$ cat src/irt_pkg.sv
// Shared types and constants of the interrupt route table.
`timescale 1ns / 1ps
package irt_pkg;

  localparam int OvrDepth = 32;
  localparam int CtlDepth = 64;
  localparam int LocalLimit = 256;
  localparam int OvrAw = $clog2(OvrDepth);
  localparam int CtlAw = $clog2(CtlDepth);
  localparam int OvrCw = $clog2(OvrDepth + 1);
  localparam int CtlCw = $clog2(CtlDepth + 1);
  localparam int LocCw = $clog2(LocalLimit + 1);

  typedef enum logic [2:0] {
    REQ_CLEAR  = 3'd0,
    REQ_ADDCTL = 3'd1,
    REQ_ADDOVR = 3'd2,
    REQ_LOCAL  = 3'd3,
    REQ_FINISH = 3'd4,
    REQ_QUERY  = 3'd5
  } req_t;

  typedef enum logic [1:0] {
    ST_OK       = 2'd0,
    ST_NOTREADY = 2'd1,
    ST_NOLOCAL  = 2'd2,
    ST_NOCTL    = 2'd3
  } status_t;

  // Work handed from the front part to the back part.
  typedef struct packed {
    logic [2:0]  req;
    logic [7:0]  bus;
    logic [2:0]  legacy;
    logic [7:0]  src;
    logic [31:0] inum;
    logic [7:0]  cid;
    logic [8:0]  lcount;
    logic        low;
    logic        level;
    logic        lookup;
  } cmd_t;

  typedef struct packed {
    logic [1:0]  status;
    logic [2:0]  legacy_line;
    logic [31:0] global_line;
    logic [7:0]  target_controller;
    logic [7:0]  target_pin;
    logic        is_active_low;
    logic        is_level;
    logic        overridden;
  } res_t;

endpackage

$ cat src/irt_front.sv
// Front part: accepts items, decodes them and queues them for the engine.
`timescale 1ns / 1ps
module irt_front import irt_pkg::*; (
  input  logic        clk,
  input  logic        rst_n,
  input  logic        push,
  output logic        full,
  input  logic [2:0]  req_type,
  input  logic [7:0]  bus_number,
  input  logic [4:0]  device_number,
  input  logic [2:0]  pin_number,
  input  logic [7:0]  source_line,
  input  logic [31:0] interrupt_number,
  input  logic [7:0]  controller_id,
  input  logic [8:0]  line_count,
  input  logic [15:0] polarity_flags,
  input  logic        line_lookup,
  output logic        cmd_valid,
  output cmd_t        cmd,
  input  logic        cmd_take
);

  cmd_t       q_r [2];
  logic       wp_r, rp_r;
  logic [1:0] cnt_r;
  cmd_t       c;
  logic [4:0] leg5;
  logic       do_push, do_pop;

  assign leg5 = {device_number[2:0], 2'b00} + {2'b00, pin_number} - 5'd1;

  always_comb begin
    c.req    = req_type;
    c.bus    = bus_number;
    c.legacy = leg5[2:0];
    c.src    = source_line;
    c.inum   = interrupt_number;
    c.cid    = controller_id;
    c.lcount = line_count;
    c.low    = polarity_flags[1];
    c.level  = polarity_flags[3];
    c.lookup = line_lookup;
  end

  assign full      = (cnt_r == 2'd2);
  assign cmd_valid = (cnt_r != 2'd0);
  assign cmd       = q_r[rp_r];
  assign do_push   = push && !full;
  assign do_pop    = cmd_take && cmd_valid;

  always_ff @(posedge clk) begin
    if (do_push) q_r[wp_r] <= c;
    if (!rst_n) begin
      wp_r <= 1'b0;
      rp_r <= 1'b0;
      cnt_r <= 2'd0;
    end else begin
      if (do_push) wp_r <= !wp_r;
      if (do_pop) rp_r <= !rp_r;
      cnt_r <= cnt_r + {1'b0, do_push} - {1'b0, do_pop};
    end
  end

  a_cnt: assert property (@(posedge clk) disable iff (!rst_n) cnt_r <= 2'd2)
    else $error("queue count overflow");
  a_nopop: assert property (@(posedge clk) disable iff (!rst_n)
    cnt_r == 2'd0 |-> !do_pop) else $error("pop from empty queue");
  a_ptr: assert property (@(posedge clk) disable iff (!rst_n)
    (cnt_r == 2'd0 || cnt_r == 2'd2) |-> wp_r == rp_r)
    else $error("queue pointers disagree with count");

endmodule

$ cat src/irt_engine.sv
// Back part: table storage, sequential scans and the result register.
`timescale 1ns / 1ps
module irt_engine import irt_pkg::*; (
  input  logic  clk,
  input  logic  rst_n,
  input  logic  cmd_valid,
  input  cmd_t  cmd,
  output logic  cmd_take,
  output logic  res_valid,
  output res_t  res,
  input  logic  res_take
);

  typedef enum logic [2:0] {S_IDLE, S_OVR, S_OVR_CHK, S_CTL, S_CTL_CHK, S_DONE} state_t;

  logic [49:0] ovr_mem [OvrDepth];
  logic [48:0] ctl_mem [CtlDepth];
  logic [49:0] ovr_rd_r;
  logic [48:0] ctl_rd_r;

  state_t          state_r;
  logic [OvrCw-1:0] ofill_r;
  logic [CtlCw-1:0] cfill_r;
  logic [LocCw-1:0] lfill_r;
  logic             ready_r;
  cmd_t             cur_r;
  logic [OvrCw-1:0] oi_r;
  logic [CtlCw-1:0] ci_r;
  res_t             wrk_r;
  res_t             res_r;
  logic             res_valid_r;

  logic        omatch;
  logic [32:0] cend;
  logic [31:0] cbase;
  logic        chit;
  logic [31:0] diff;
  logic        out_load;

  assign cmd_take  = (state_r == S_IDLE) && cmd_valid;
  assign res_valid = res_valid_r;
  assign res       = res_r;

  // The finished result moves to the output register once that register is free.
  assign out_load  = (state_r == S_DONE) && (!res_valid_r || res_take);

  // Override entry: bus, src, gline, low, level.
  assign omatch = (ovr_rd_r[41:34] == (cur_r.lookup ? cur_r.src : {5'd0, cur_r.legacy}))
                  && (cur_r.lookup || ovr_rd_r[49:42] == cur_r.bus);
  assign cbase  = ctl_rd_r[40:9];
  assign cend   = {1'b0, cbase} + {24'd0, ctl_rd_r[8:0]};
  assign chit   = ({1'b0, wrk_r.global_line} >= {1'b0, cbase})
                  && ({1'b0, wrk_r.global_line} < cend);
  assign diff   = wrk_r.global_line - cbase;

  always_ff @(posedge clk) begin
    if (cmd_take && cmd.req == REQ_ADDOVR && ofill_r < OvrCw'(OvrDepth))
      ovr_mem[ofill_r[OvrAw-1:0]] <= {cmd.bus, cmd.src, cmd.inum, cmd.low, cmd.level};
    if (cmd_take && cmd.req == REQ_ADDCTL && cfill_r < CtlCw'(CtlDepth))
      ctl_mem[cfill_r[CtlAw-1:0]] <= {cmd.cid, cmd.inum, cmd.lcount};
    ovr_rd_r <= ovr_mem[oi_r[OvrAw-1:0]];
    ctl_rd_r <= ctl_mem[ci_r[CtlAw-1:0]];
  end

  always_ff @(posedge clk) begin
    if (!rst_n) begin
      state_r <= S_IDLE;
      ofill_r <= '0;
      cfill_r <= '0;
      lfill_r <= '0;
      ready_r <= 1'b0;
      res_valid_r <= 1'b0;
      oi_r <= '0;
      ci_r <= '0;
    end else begin
      if (out_load) res_valid_r <= 1'b1;
      else if (res_valid_r && res_take) res_valid_r <= 1'b0;
      unique case (state_r)
        S_IDLE: begin
          if (cmd_valid) begin
            cur_r <= cmd;
            wrk_r <= '0;
            oi_r <= '0;
            ci_r <= '0;
            state_r <= S_DONE;
            priority case (cmd.req)
              REQ_CLEAR: begin
                ofill_r <= '0;
                cfill_r <= '0;
                lfill_r <= '0;
                ready_r <= 1'b0;
              end
              REQ_ADDCTL: if (cfill_r < CtlCw'(CtlDepth)) cfill_r <= cfill_r + CtlCw'(1);
              REQ_ADDOVR: if (ofill_r < OvrCw'(OvrDepth)) ofill_r <= ofill_r + OvrCw'(1);
              REQ_LOCAL: if (lfill_r < LocCw'(LocalLimit)) lfill_r <= lfill_r + LocCw'(1);
              REQ_FINISH: begin
                ready_r <= 1'b0;
                if (lfill_r == '0) wrk_r.status <= ST_NOLOCAL;
                else if (cfill_r == '0) wrk_r.status <= ST_NOCTL;
                else ready_r <= 1'b1;
              end
              REQ_QUERY: begin
                if (!ready_r) wrk_r.status <= ST_NOTREADY;
                else begin
                  wrk_r.global_line <= cmd.lookup ? {24'd0, cmd.src}
                                                  : {29'd0, cmd.legacy};
                  if (!cmd.lookup) begin
                    wrk_r.legacy_line <= cmd.legacy;
                    wrk_r.target_pin <= {5'd0, cmd.legacy};
                  end
                  state_r <= S_OVR;
                end
              end
              default: ;
            endcase
          end
        end
        S_OVR: begin
          if (oi_r < ofill_r) state_r <= S_OVR_CHK;
          else state_r <= cur_r.lookup ? S_DONE : S_CTL;
        end
        S_OVR_CHK: begin
          if (omatch) begin
            wrk_r.global_line <= ovr_rd_r[33:2];
            wrk_r.is_active_low <= ovr_rd_r[1];
            wrk_r.is_level <= ovr_rd_r[0];
            wrk_r.overridden <= 1'b1;
            state_r <= cur_r.lookup ? S_DONE : S_CTL;
          end else begin
            oi_r <= oi_r + OvrCw'(1);
            state_r <= S_OVR;
          end
        end
        S_CTL: begin
          if (ci_r < cfill_r) state_r <= S_CTL_CHK;
          else state_r <= S_DONE;
        end
        S_CTL_CHK: begin
          if (chit) begin
            wrk_r.target_controller <= ctl_rd_r[48:41];
            wrk_r.target_pin <= diff[7:0];
            state_r <= S_DONE;
          end else begin
            ci_r <= ci_r + CtlCw'(1);
            state_r <= S_CTL;
          end
        end
        S_DONE: begin
          if (out_load) begin
            res_r <= wrk_r;
            state_r <= S_IDLE;
          end
        end
        default: state_r <= S_IDLE;
      endcase
    end
  end

  a_ofill: assert property (@(posedge clk) disable iff (!rst_n)
    ofill_r <= OvrCw'(OvrDepth)) else $error("override fill overflow");
  a_cfill: assert property (@(posedge clk) disable iff (!rst_n)
    cfill_r <= CtlCw'(CtlDepth)) else $error("controller fill overflow");
  a_ready: assert property (@(posedge clk) disable iff (!rst_n)
    ready_r |-> (lfill_r != '0 && cfill_r != '0)) else $error("ready without tables");
  a_take: assert property (@(posedge clk) disable iff (!rst_n)
    cmd_take |=> state_r != S_IDLE) else $error("command taken but engine idle");

endmodule

$ cat src/interrupt_route_table_core.sv
// Top level of the interrupt route table.
// Items enter through in_push/in_full like a queue; an item transfers at a
// clock edge with in_push high and in_full low. Every item yields exactly one
// result, shown on the out_ ports while out_empty is low and taken by a
// transfer with out_pop high. A two-entry queue decouples the decoder from
// the engine, and a result register lets the next item start while a result
// waits. A load item goes from the engine's idle state straight to done, and
// the engine takes no new item until that result has moved into the result
// register. A route query scans the override table entry by entry through
// S_OVR and S_OVR_CHK, then the controller table through S_CTL and S_CTL_CHK;
// each table has a single read port. A line lookup skips the controller scan.
// Synchronous reset empties the queue and zeroes the fill counts and the
// ready flag; table contents are not cleared. When the receiver stalls the
// engine holds its finished result, then the queue fills and in_full rises.
`timescale 1ns / 1ps
module interrupt_route_table_core import irt_pkg::*; (
  input  logic        clk,
  input  logic        rst_n,
  input  logic        in_push,
  output logic        in_full,
  input  logic [2:0]  in_req_type,
  input  logic [7:0]  in_bus_number,
  input  logic [4:0]  in_device_number,
  input  logic [2:0]  in_pin_number,
  input  logic [7:0]  in_source_line,
  input  logic [31:0] in_interrupt_number,
  input  logic [7:0]  in_controller_id,
  input  logic [8:0]  in_line_count,
  input  logic [15:0] in_polarity_flags,
  input  logic        in_line_lookup,
  output logic        out_empty,
  input  logic        out_pop,
  output logic [1:0]  out_status,
  output logic [2:0]  out_legacy_line,
  output logic [31:0] out_global_line,
  output logic [7:0]  out_target_controller,
  output logic [7:0]  out_target_pin,
  output logic        out_is_active_low,
  output logic        out_is_level,
  output logic        out_overridden
);

  logic cmd_valid, cmd_take, res_valid;
  cmd_t cmd;
  res_t res;

  irt_front u_front (
    .clk, .rst_n, .push(in_push), .full(in_full),
    .req_type(in_req_type), .bus_number(in_bus_number),
    .device_number(in_device_number), .pin_number(in_pin_number),
    .source_line(in_source_line), .interrupt_number(in_interrupt_number),
    .controller_id(in_controller_id), .line_count(in_line_count),
    .polarity_flags(in_polarity_flags), .line_lookup(in_line_lookup),
    .cmd_valid, .cmd, .cmd_take
  );

  irt_engine u_engine (
    .clk, .rst_n, .cmd_valid, .cmd, .cmd_take,
    .res_valid, .res, .res_take(out_pop)
  );

  assign out_empty             = !res_valid;
  assign out_status            = res.status;
  assign out_legacy_line       = res.legacy_line;
  assign out_global_line       = res.global_line;
  assign out_target_controller = res.target_controller;
  assign out_target_pin        = res.target_pin;
  assign out_is_active_low     = res.is_active_low;
  assign out_is_level          = res.is_level;
  assign out_overridden        = res.overridden;

endmodule
$ cat config.mk
export PLATFORM = sky130hd
export DESIGN_NAME = interrupt_route_table_core
export DESIGN_NICKNAME = d
export VERILOG_FILES = /design/src/irt_pkg.sv /design/src/irt_front.sv /design/src/irt_engine.sv /design/src/interrupt_route_table_core.sv
export SDC_FILE = /design/constraint.sdc
export NUM_CORES = 2
export LEC_CHECK = 0
export ABC_AREA = 0
export BUFFER_PORTS_ARGS = -buffer_cell sky130_fd_sc_hd__buf_4
export CAP_MARGIN = 15
export CORE_MARGIN = 2
export CORE_UTILIZATION = 45
export CTS_CLUSTER_SIZE = 10
export DETAILED_ROUTE_END_ITERATION = 10
export HOLD_SLACK_MARGIN = 0.15
export PLACE_DENSITY = 0.66
export SLEW_MARGIN = 5
export SYNTH_ARGS = -nofsm -noshare
export SYNTH_HDL_FRONTEND = slang
export SYNTH_HIERARCHICAL = 1
export SYNTH_MEMORY_MAX_BITS = 65536
export SYNTH_SLANG_ARGS = --single-unit
$ cat constraint.sdc
create_clock -name clk -period 6.4 [get_ports clk]
set_clock_uncertainty 0.05 [all_clocks]
set_input_delay 1.28 -clock clk [delete_from_list [all_inputs] [get_ports clk]]
set_output_delay 1.28 -clock clk [all_outputs]
set_load 0.005 [all_outputs]
; ---- Word-level counts from Yosys, hierarchy flattened
; Memory sizes are Yosys's and may differ from the RTL's. A register that Yosys moved wholly into a read port is not among the register bits.
; Cells that the tools add are included.
[totals]
regBits = 176
ramBits = 4884
in_bits = 97
out_inout_bits = 58
wordCells = 170
memories = 3
[mem_list]
columns = name, depth, word_bits, rd, rd_ports_with_merged_regs, wr, line
row1 = u_engine.ctl_mem, 64, 49, 1, 1, 1, irt_engine.sv:17  ; logic [48:0] ctl_mem [CtlDepth];
row2 = u_engine.ovr_mem, 32, 50, 1, 1, 1, irt_engine.sv:16  ; logic [49:0] ovr_mem [OvrDepth];
row3 = u_front.q_r, 2, 74, 1, 1, 1, irt_front.sv:23  ; cmd_t q_r [2];
[op_classes]
addsub = 11
n_lt_le_gt_ge = 7
eq_ne = 22
n_mux = 53
bitwise = 2
n_reduce_logical = 41
[ops]
columns = op, count
row1 = 32-bit 2-to-1 mux, 3
row2 = 32-bit one-hot mux with 2 select lines, 1
row3 = 51-bit 2-to-1 mux, 1
row4 = 32-bit by 9-bit adder with 33-bit output, 1
row5 = 32-bit by 33-bit less-than comparator with 1-bit output, 1
row6 = 32-bit >= comparator, 1
row7 = 8-bit 2-to-1 mux, 4
row8 = 16-bit one-hot mux with 2 select lines, 1
row9 = 3-bit 2-to-1 mux, 10
row10 = 7-bit one-hot mux with 2 select lines, 2
row11 = 6-bit one-hot mux with 2 select lines, 2
row12 = 7-bit 2-to-1 mux, 3
row13 = 4-bit AND reduction, 5
row14 = 6-bit 2-to-1 mux, 3
row15 = 3-bit one-hot mux with 6 select lines, 1
row16 = 9-bit one-hot mux with 2 select lines, 1
row17 = 8-bit equality test, 2
row18 = 16-bit 2-to-1 mux, 1
row19 = 2-bit nonzero test, 8
row20 = 3-bit AND reduction, 5
row21 = 7-bit by 1-bit adder with 7-bit output (second input constant), 2
row22 = 1-bit 2-to-1 mux, 14
row23 = 6-bit by 1-bit adder with 6-bit output (second input constant), 2
row24 = 3-bit by 2-bit equality test with 1-bit output (second input constant), 4
row25 = other kinds (30), 58

; ---- Longest topological paths before layout
[logic_depth]
depth_word = 6
depth_mapped = 18

; ---- Modules after synthesis
; The synthesis kept the hierarchy.
[modules_own_cells]
columns = module, n_inst, cells_each, area_per_inst_um2
row1 = irt_engine, 1, 7771, 190524.0
row2 = irt_front, 1, 263, 5869.4
row3 = interrupt_route_table_core, 1, 1, 3.8

; ---- Worst setup path after synthesis
; No wires, ideal clock.
[synth_timing]
path_type = register to register
from = register u_engine.ctl_rd_r[10], read port of u_engine.ctl_mem
to = register u_engine/wrk_r[10] (netlist name), enable pin
setup_time_ns = 0.388
t_arrival_ns = 4.606
required_time_ns = 5.962
setup_slack_ns = 1.356
path_stages_with_launch = 19
path_buffers = 0
path_cell_list = dfxtp_1 > ha_1 > a21o_1 > a21oi_1 > o21bai_1 > a2111oi_0 > o41ai_1 > and2_0 > nand3_1 > xnor2_1 > ha_1 > nand4_1 > and3_1 > o21ai_0 > a2111oi_0 > and2_1 > o22a_1 > mux2i_1 > nor2_1
[synth_between]
elab_chain_len = 5
word_cells_on_any_way = 6
classes_between = 1 x add/sub / 2 x order compare / 1 x eq/ne / 2 x reduce/logical
[synth_rtl]
columns = item, line
row1 = "start, declared", irt_engine.sv:19  ; logic [48:0] ctl_rd_r;
row2 = 32-bit by 9-bit adder with 33-bit output, irt_engine.sv:51  ; assign cend = {1'b0, cbase} + {24'd0, ctl_rd_r[8:0]};
row3 = 32-bit by 33-bit less-than comparator with 1-bit output, irt_engine.sv:53  ; && ({1'b0, wrk_r.global_line} < cend);
row4 = 1-bit logical AND (*), irt_engine.sv:53
row5 = 2-bit by 1-bit != test with 1-bit output (no source line) (*), -
row6 = 4-bit AND reduction (no source line) (*), -
row7 = "end, declared", irt_engine.sv:29  ; res_t wrk_r;
; Mark *: on every way between the ends. The rest lies on a longest branch, timed or not.
; A chain may end at the register's enable or synchronous reset.

; ---- Worst setup path in the final report
[layout_timing]
from = register u_engine.ctl_rd_r[10], read port of u_engine.ctl_mem
to = register u_engine.ci_r[4]
[layout_between]
elab_chain_len = 5
word_cells_on_any_way = 6
classes_between = 1 x add/sub / 2 x order compare / 1 x eq/ne / 2 x reduce/logical
[layout_rtl]
columns = item, line
row1 = 32-bit by 9-bit adder with 33-bit output, irt_engine.sv:51
row2 = 32-bit by 33-bit less-than comparator with 1-bit output, irt_engine.sv:53
row3 = 1-bit logical AND (*), irt_engine.sv:53
row4 = 2-bit != test (no source line) (*), -
row5 = 3-bit AND reduction (no source line) (*), -
row6 = "end signal, assigned", irt_engine.sv:144  ; ci_r <= ci_r + CtlCw'(1);
row7 = "end, declared", irt_engine.sv:28  ; logic [CtlCw-1:0] ci_r;
; Marked as above.

==> results.md <==
- Status: finished clean
- Number of setup buffers added after CTS: 0
- Port Buffers: 136
- # nets final: 8848
- Register Area: between 150000 and 200000 µm²
- Fin util: between 50% and 60%
- First-pass GRT wire length: 708000 µm
- Max-Cap Viols: 0
- DRC viols: 0
- Setup TNS: 0 ns
- Routed Antenna Nets: 0
- Slew Limit Fails: 0
- Initial DRC count: 12238
- Clock transition at path regs: 0.05 ns
- Latest clock arrival within the worst-skew pair: 1.06 ns
- Num CTS Buffers: 595
- Via density: about 6.2
- Max-slew headroom: 17.4%
- Largest net degree at the start of global routing: around 140
- Final Wtd Congestion: approximately 0.83
- RSZ-0062 raised after global routing: no
- Most common cell in the netlist: edfxtp_1
- Multi-input gate area: roughly 42000 µm²
- CTS tree: yes
- CTS H-Tree Depth: 6
- CP max FO: 7
- Synthesized instance count: 8035
- # placed instances: about 14000
- Critical path arrival: 6.72 ns
- Die span in x: 665 µm
- Initial Utilization: 45.2%
- Total congestion overflow: 0
- Cell variety after synth: just under 60
- F_max: 0.171 GHz
- FP Rows: 242
- Area growth from synthesis to layout: 14.0%
- Syn_nets: 8230
- Crit-path cells: ha_1 -> a21o_1 -> a21oi_1 -> o21bai_1 -> a2111oi_1 -> o41ai_2 -> buf_4 -> and2_0 -> and4_1 -> xnor2_1 -> ha_1 -> nand4_1 -> nor3_1 -> o211ai_1 -> o21bai_1 -> a211oi_1 -> nor3_1 -> or3_1 -> a21oi_1
- Final std cells w/o fill: 14666
- First-pass iteration count of the detailed router: 5
- Yosys reg bits: 5160
- Total number of vias: slightly above 90000
- Yosys top cell by area: edfxtp_1
- Die Area: 442000 µm²
- Mapped Area: 196000 µm²
- Vias in the first global route: 92649
- Post-synth top cells: 5016 x edfxtp_1, 1529 x mux4_2, 214 x clkbuf_1
- Peak supply drop: 452 µV
- Fillers: about 33000
- Post-Route WL: 505000 µm
- Post-synth EDFFs: about 5000
- FFs w/ async S/R, synth: 0%
- Setup violations, final: 0
- Slowest stage delay, CP: around 0.7 ns
- # IOs: 155
- Synth warnings: 6
- Chip height: approximately 660 µm
- Power per Cell Area: approximately 370 nW/µm²
- Hold Vio Cnt, Final: 0
- Max clock buf depth: 4
- Crit path max-delay cell type: a2111oi_1
- CP Launch Type: flop
- Min cycle time layout: 5.86 ns
- Post-DR wirelength/cell: 34.4 µm
- Share of the synthesized area in the top cell type: 76.7%
- Worst path bufs/invs: 1
- Gr usage total: 22.6%
- Post-CTS Hold Fix Bufs: 0
- Core Box Area: ~430000 µm²
- Share of cells above drive strength 1: between 30% and 40%
- # clock sinks: 5160
- Sequential share of the synthesized area: 78.2%
- Cts repair resizes: 0
- Worst-Margin Slew: 1.24 ns
- Leak: 67.5 nW
- Worst min path class: reg2reg
- Root Buffer Master: clkbuf_16
- CP top delay family: compound AO/OA/AOI/OAI gates
- Required @ worst endpoint: 7.26 ns
- Initial antenna violation count: 47
- CP Capture Type: flop
- Avg Cell Area, Syn: between 20 and 25 µm²
- Crit Path Category: reg2reg
- Period utilisation layout: 91.6%
- Largest cells by area after synthesis: edfxtp_1 77%, mux4_2 18%, dfxtp_1 1.5%
- Top_reg_cell synth: edfxtp_1
- Dpl hpwl: 278000 µm
-- path summary, 6_finish.rpt --
check / cells past startpoint / end / slack (ns) / startpoint
setup reg to reg: 19 / u_engine/ci_r[4]$_SDFFE_PN0P_ / 0.54 / u_engine/ctl_rd_r[10]$_DFF_P_
hold / removal: 0 / u_engine/res[1]$_DFFE_PP_ / 0.37 / u_engine/wrk_r[1]$_SDFFCE_PN0P_
hold reg to reg: 0 / u_engine/res[1]$_DFFE_PP_ / 0.37 / u_engine/wrk_r[1]$_SDFFCE_PN0P_
setup / recovery: 19 / u_engine/ci_r[4]$_SDFFE_PN0P_ / 0.54 / u_engine/ctl_rd_r[10]$_DFF_P_
-- sequential cells by signal (all words and copies together), names as in the netlist, named ones only --
| name | flops |
|---|---|
| u_engine/cfill_r | 7 |
| u_engine/ci_r | 7 |
| u_engine/ctl_mem | 3136 |
| u_engine/ctl_rd_r | 49 |
| u_engine/cur_r | 20 |
| u_engine/lfill_r | 9 |
| u_engine/ofill_r | 6 |
| u_engine/oi_r | 6 |
| u_engine/ovr_mem | 1600 |
| u_engine/ovr_rd_r | 50 |
| u_engine/ready_r | 1 |
| u_engine/res | 56 |
| u_engine/res_valid | 1 |
| u_engine/state_r | 3 |
| u_engine/wrk_r | 56 |
| u_front/cnt_r | 2 |
| u_front/q_r | 148 |
| u_front/rp_r | 1 |
| u_front/wp_r | 1 |
-- placed cells by master, fill, tap and decap left out, drive strengths merged, types with 38 or more instances in the layout --
cell type and instances:
edfxtp 5016, mux4 1529, clkbuf 792, buf 398, nor2 165, dfxtp 144
mux2 124, ha 96, inv 91, nand2 84, a21oi 53, xnor2 48
nand3 42, and2 39, clkinv 38
-- layout make-up --
type	instances	area share, %
clock inverters	63	0.392
inverters	69	0.116
multi-input cells	2429	18.7
diodes	21	0.0235
well taps	5734	3.20
repair buffers	398	1.89
flip-flops and latches	5160	68.6
clock buffers	792	7.13
-- routing by layer --
metal	global-route usage, %	vias to the layer above	share of wire (%)
met5	0	-	0.018
met4	6.67	12	3.2
met3	4.23	868	9.7
met2	37.4	4923	50
met1	30.7	49940	37
li1	-	35727	-
-- report_power, final --
group / switching, mW / internal (mW) / total [mW] / leakage [nW]
Combinational: 6.68 / 3.92 / 10.6 / 13.0
Clock: 12.8 / 17.4 / 30.1 / 8.14
Sequential: 0.538 / 40.5 / 41.1 / 46.4
Total: 20.0 / 61.8 / 81.8 / 67.5
-- through the flow --
stage | hold slack (ns) | setup WS [ns] | instance area [µm²] | power [mW]
after floorplan | 0.350 | 1.36 | 196000 | 48.3
after global placement | 0.363 | 0.495 | 207000 | 52.0
after detailed placement | 0.355 | 0.546 | 207000 | 52.4
after CTS | 0.303 | 0.455 | 224000 | 82.4
after global routing | 0.340 | 0.0628 | 224000 | 84.4
final | 0.366 | 0.535 | 224000 | 81.8
-- cells by family after synthesis --
logic type | Yosys count | share of synthesized area (%)
xor+xnor | 68 | 0.303
mux | 1657 | 18.4
simple gates | 450 | 1.09
compound gates | 156 | 0.499
flops | 5160 | 78.2
fa+ha+maj | 98 | 0.632
buf+inv | 446 | 0.931
Note: power is estimated with default switching activity, not from simulation.
